<file path="src/rtl/core/rre_pkg.sv">
`default_nettype none
// ----------------------------------------------------------------------------
// rre_pkg
// Shared constants, types and helpers of the reaction rate evaluator.
// ----------------------------------------------------------------------------
package rre_pkg;

  localparam int FRAC_BITS = 16;
  localparam int CONC_W    = 32;
  localparam int COEF_W    = 32;
  localparam int TERM_W    = 60;
  localparam int SUM_W     = 64;
  localparam int CFG_IDX_W = 4;

  localparam logic [COEF_W-1:0] RHO0_FIXED = 32'd65536;
  localparam logic [COEF_W-1:0] RHO1_FIXED = 32'd65536;
  localparam logic [COEF_W-1:0] EPS_FIXED  = 32'd65536;

  localparam logic [TERM_W-1:0] TERM_CAP = {TERM_W{1'b1}};
  localparam logic [TERM_W-1:0] FIX_ONE  = TERM_W'(1) << FRAC_BITS;

  // Divider: one quotient bit per stage.
  localparam int DIV_STEPS = TERM_W;
  localparam int NLO_W     = TERM_W - FRAC_BITS;

  // Pipeline depths: input copies up to the second divider, the side band
  // that runs alongside the divider, and the valid line up to the last stage.
  localparam int IB_DEPTH   = 7;
  localparam int SIDE_DEPTH = DIV_STEPS + 1;
  localparam int VLD_DEPTH  = IB_DEPTH + SIDE_DEPTH;

  typedef enum logic [CFG_IDX_W-1:0] {
    CFG_D      = 4'd0,
    CFG_E      = 4'd1,
    CFG_F      = 4'd2,
    CFG_GAIN   = 4'd3,
    CFG_MU     = 4'd4,
    CFG_NU     = 4'd5,
    CFG_GAMMA  = 4'd6,
    CFG_SUPPLY = 4'd7
  } cfg_reg_t;

  localparam logic signed [SUM_W-1:0] RATE_MAX = 64'sd2147483647;
  localparam logic signed [SUM_W-1:0] RATE_MIN = -64'sd2147483648;

  // Returns {clipped, value} for a signed sum clamped to 32 bits.
  function automatic logic [32:0] clamp_rate(input logic signed [SUM_W-1:0] v);
    logic [32:0] res;
    if (v > RATE_MAX) begin
      res = {1'b1, 32'h7FFF_FFFF};
    end else if (v < RATE_MIN) begin
      res = {1'b1, 32'h8000_0000};
    end else begin
      res = {1'b0, v[31:0]};
    end
    return res;
  endfunction

endpackage
`default_nettype wire

</file>
<file path="src/rtl/core/rre_mul.sv">
`default_nettype none
// ----------------------------------------------------------------------------
// rre_mul
// Two-stage fixed-point multiplier: (a * b) >> FRAC_BITS, saturated.
// ----------------------------------------------------------------------------
module rre_mul (
  input  wire logic                       clk,
  input  wire logic                       en,
  input  wire logic [rre_pkg::TERM_W-1:0] a,
  input  wire logic [rre_pkg::COEF_W-1:0] b,
  output logic      [rre_pkg::TERM_W-1:0] p
);
  import rre_pkg::*;

  logic [2*COEF_W-1:0]               lo_prod;
  logic [TERM_W-COEF_W+COEF_W-1:0]   hi_prod;
  logic [TERM_W+COEF_W-1:0]          full;
  logic                              ovf;

  // The operand is split into two halves so that each multiplier is at most
  // 32 by 32 bits; the halves are recombined in the second stage.
  always_ff @(posedge clk) begin
    if (en) begin
      lo_prod <= a[COEF_W-1:0] * b;
      hi_prod <= a[TERM_W-1:COEF_W] * b;
    end
  end

  assign full = {hi_prod, {COEF_W{1'b0}}} + (TERM_W+COEF_W)'(lo_prod);
  assign ovf  = |full[TERM_W+COEF_W-1:2*COEF_W];

  always_ff @(posedge clk) begin
    if (en) begin
      p <= ovf ? TERM_CAP : TERM_W'(full[2*COEF_W-1:FRAC_BITS]);
    end
  end

endmodule
`default_nettype wire

</file>
<file path="config.mk">
export PLATFORM = sky130hd
export DESIGN_NAME = rre_mul
export DESIGN_NICKNAME = d
export VERILOG_FILES = /design/src/rtl/core/rre_pkg.sv /design/src/rtl/core/rre_mul.sv
export SDC_FILE = /design/constraint.sdc
export NUM_CORES = 2
export LEC_CHECK = 0
export BUFFER_PORTS_ARGS = -buffer_cell sky130_fd_sc_hd__buf_2
export CAP_MARGIN = 20
export CELL_PAD_IN_SITES_DETAIL_PLACEMENT = 0
export CELL_PAD_IN_SITES_GLOBAL_PLACEMENT = 1
export CORE_ASPECT_RATIO = 0.9
export CORE_MARGIN = 3
export CORE_UTILIZATION = 56
export CTS_CLUSTER_SIZE = 8
export DETAILED_ROUTE_END_ITERATION = 16
export PLACE_DENSITY = 0.89
export REMOVE_ABC_BUFFERS = 1
export SLEW_MARGIN = 20
export SYNTH_ARGS = -nofsm -noshare
export SYNTH_HDL_FRONTEND = slang
export SYNTH_SLANG_ARGS = --single-unit
</file>
<file path="constraint.sdc">
create_clock -name clk -period 26.7 [get_ports clk]
set_input_delay 4.005 -clock clk [delete_from_list [all_inputs] [get_ports clk]]
set_output_delay 4.005 -clock clk [all_outputs]
set_load 0.05 [all_outputs]
</file>
==> results.json <==
{
  "cp-startpoint": "b[5]",
  "tightest_slew_ps": 1120,
  "routed_via_density": 5.64,
  "initial_core_util_pct": 56.6,
  "synth-seq-cells": 157,
  "slew_viol_final": 0,
  "synth_warnings": 0,
  "cp_top_family": "adder cells",
  "die_x_um": 375,
  "cts_root_buf": "clkbuf_16",
  "path_common_cell": "fa_1",
  "avgRoutedWirePerCell_um": 22.1,
  "setup_viol": 0,
  "die_height_um": 338,
  "rows": 121,
  "synthCells": 7468,
  "clock_sinks": 157,
  "cpPeakStageDelay_ps": 970,
  "routed_wl_um": 197000,
  "reg2reg_slack_ps": 20780,
  "netlist_area_mm2": 0.0686,
  "cts_tree": "built",
  "vias": 50200,
  "synthToLayoutAreaGrowth_pct": 3.23,
  "grt_max_degree": 85,
  "cp.required_ps": 26980,
  "place_inst": 8849,
  "drive_gt1_share_pct": 3.61,
  "clk_pin_slew_ps": 70,
  "period_share_pct": 47.7,
  "slew_headroom_pct": 25.0,
  "rsz0062_at_grt": "false",
  "core_area_mm2": 0.121,
  "cap_violations": 0,
  "clock_skew_ps": 27.4,
  "synth_edf_count": 157,
  "tns_ps": 0,
  "synth_flop_cell": "edfxtp_1",
  "antenna_found_initial": 25,
  "cts_setup_buffers": 0,
  "cts-resized-gates": 0,
  "grt_pass1_wl_um": 314000,
  "fin_nets": 9543,
  "hpwlAfterDp_um": 149000,
  "worstSetupPathType": "input port to flop",
  "critPathBufInv": 6,
  "clock_latency_ps": 540,
  "synth.distinct_cells": 76,
  "async_flop_share_pct": 0,
  "htree_levels": 4,
  "fp.dieArea_mm2": 0.127,
  "cts_made_buffers": 17,
  "dr.pass1.iters": 6,
  "end_kind": "flop",
  "instances_no_fill": 8892,
  "first_global_vias": 54600,
  "critical-path-slowest-cell": "o31ai_2",
  "synth-seq-area-share_pct": 6.87,
  "critPathLaunchType": "input port",
  "min_from": "lo_prod[21]",
  "io_pins": 154,
  "hold_viol": 0,
  "grt-ovfl-total": 0,
  "ant_nets": 0,
  "fmax_mhz": 78.5,
  "routabilityCongestion": 0.943,
  "fin_crit_ps": 12740,
  "rr_startpoint": "lo_prod[37]",
  "hold_buffers": 0,
  "first_iter_violations": 3837,
  "io_buffers": 153,
  "cts.path.max_buffers": 2,
  "hold_class": "flop to flop",
  "cp_max_fo": 36,
  "drcViolationCount": 0,
  "status": "completed",
  "arrival_ps": 13020,
  "synth_area_per_cell_um2": 9.19,
  "grt_usage_pct": 32.5
}
cells by family after synthesis:
family / count (synthesis) / share of synthesized area [%]
XOR/XNOR: 131 / 1.67
adder cells (fa/ha/maj): 2180 / 58.1
buffers and inverters: 2236 / 12.3
flip-flops: 157 / 6.87
AO/OA/AOI/OAI: 422 / 4.05
AND/OR/NAND/NOR: 2333 / 16.9
multiplexers: 9 / 0.133
stage by stage:
step                utilization, %  worst slack (ps)  hold WS (ps)  area [um^2]
detailed placement            57.8             13580           492        70100
global route                  58.4             13650           525        70800
global placement              57.8             13570           484        70100
finish                        58.4             13960           507        70800
CTS                           58.4             14120           510        70800
floorplan                        -             15500           482        66900
registers in the layout, summed over array words and instances (netlist names):
signal and flops:
hi_prod 60, lo_prod 48, p 49
final timing paths:
check | to | depth (start not counted)
max reg2reg | p[31] | 12
max | lo_prod[57] | 27
min reg2reg | p[5] | 1
min | p[5] | 1
area by class of cell:
| cell class | instances | area [um^2] |
|---|---|---|
| well taps | 1599 | 2000 |
| repair buffers | 209 | 1190 |
| multi-input cells | 5075 | 55400 |
| clock inverters | 15 | 221 |
| inverters | 1809 | 6790 |
| diodes | 11 | 27.5 |
| flip-flops and latches | 157 | 4710 |
| clock buffers | 17 | 425 |
| fillers | 10600 | 50400 |
synth_stat cells, types with 8 or more instances:
cell      number  area share (%)
a211o_1       11            0.14
a211oi_1      14            0.15
a21o_1        63            0.69
a21oi_1      131            0.96
a31oi_1       17            0.16
and2_1       924             8.4
and3_1        19            0.17
and4_1         9            0.11
buf_4         13            0.14
clkbuf_1     403             2.2
edfxtp_1     157             6.9
fa_1        1674              49
ha_1         506             9.2
inv_1       1808             9.9
mux2i_1        8            0.12
nand2_1     1111             6.1
nand2b_1      15            0.14
nand3_1       36            0.26
nand4_1       31            0.28
nor2_1        77            0.42
nor2b_1       15            0.14
nor3_1        37            0.27
o211ai_1      10            0.11
o21a_1        24            0.26
o21ai_0       64            0.47
o21bai_1      11            0.12
or2_2          8           0.073
or3_1         31            0.28
xnor2_1       76            0.97
xor2_1        55            0.70
routing by layer:
layer,part of all wire [%],track usage (%),wire length [um]
met5,0.047,0,93
met2,46,51.9,90400
met4,3.5,10.8,6830
met1,40,44.1,79700
met3,10,7.96,19900
placed cells by master (no fill, tap or decap), drive strengths merged, types with 8 or more instances in the layout:
| cell type | netlist | final |
|---|---|---|
| a31oi | 17 | 17 |
| o21a | 24 | 24 |
| diode | 0 | 11 |
| nand4 | 31 | 31 |
| mux2i | 8 | 8 |
| a211oi | 14 | 14 |
| a21o | 63 | 63 |
| clkbuf | 403 | 17 |
| a21oi | 132 | 132 |
| inv | 1809 | 1817 |
| buf | 24 | 209 |
| and2 | 924 | 924 |
| edfxtp | 157 | 157 |
| and3 | 19 | 19 |
| nand2 | 1112 | 1112 |
| and4 | 9 | 9 |
| o21bai | 11 | 11 |
| xor2 | 55 | 55 |
| or3 | 31 | 31 |
| o211ai | 10 | 10 |
| a211o | 11 | 11 |
| xnor2 | 76 | 76 |
| ha | 506 | 506 |
| nor3 | 38 | 38 |
| o21ai | 71 | 71 |
| nand3 | 36 | 36 |
| or2 | 9 | 9 |
| nor2b | 15 | 15 |
| fa | 1674 | 1674 |
| nand2b | 15 | 15 |
| nor2 | 77 | 77 |
Power is left out: the tool's default activity adds up to more than one toggle a clock period on the data nets, which glitch-free logic cannot reach.
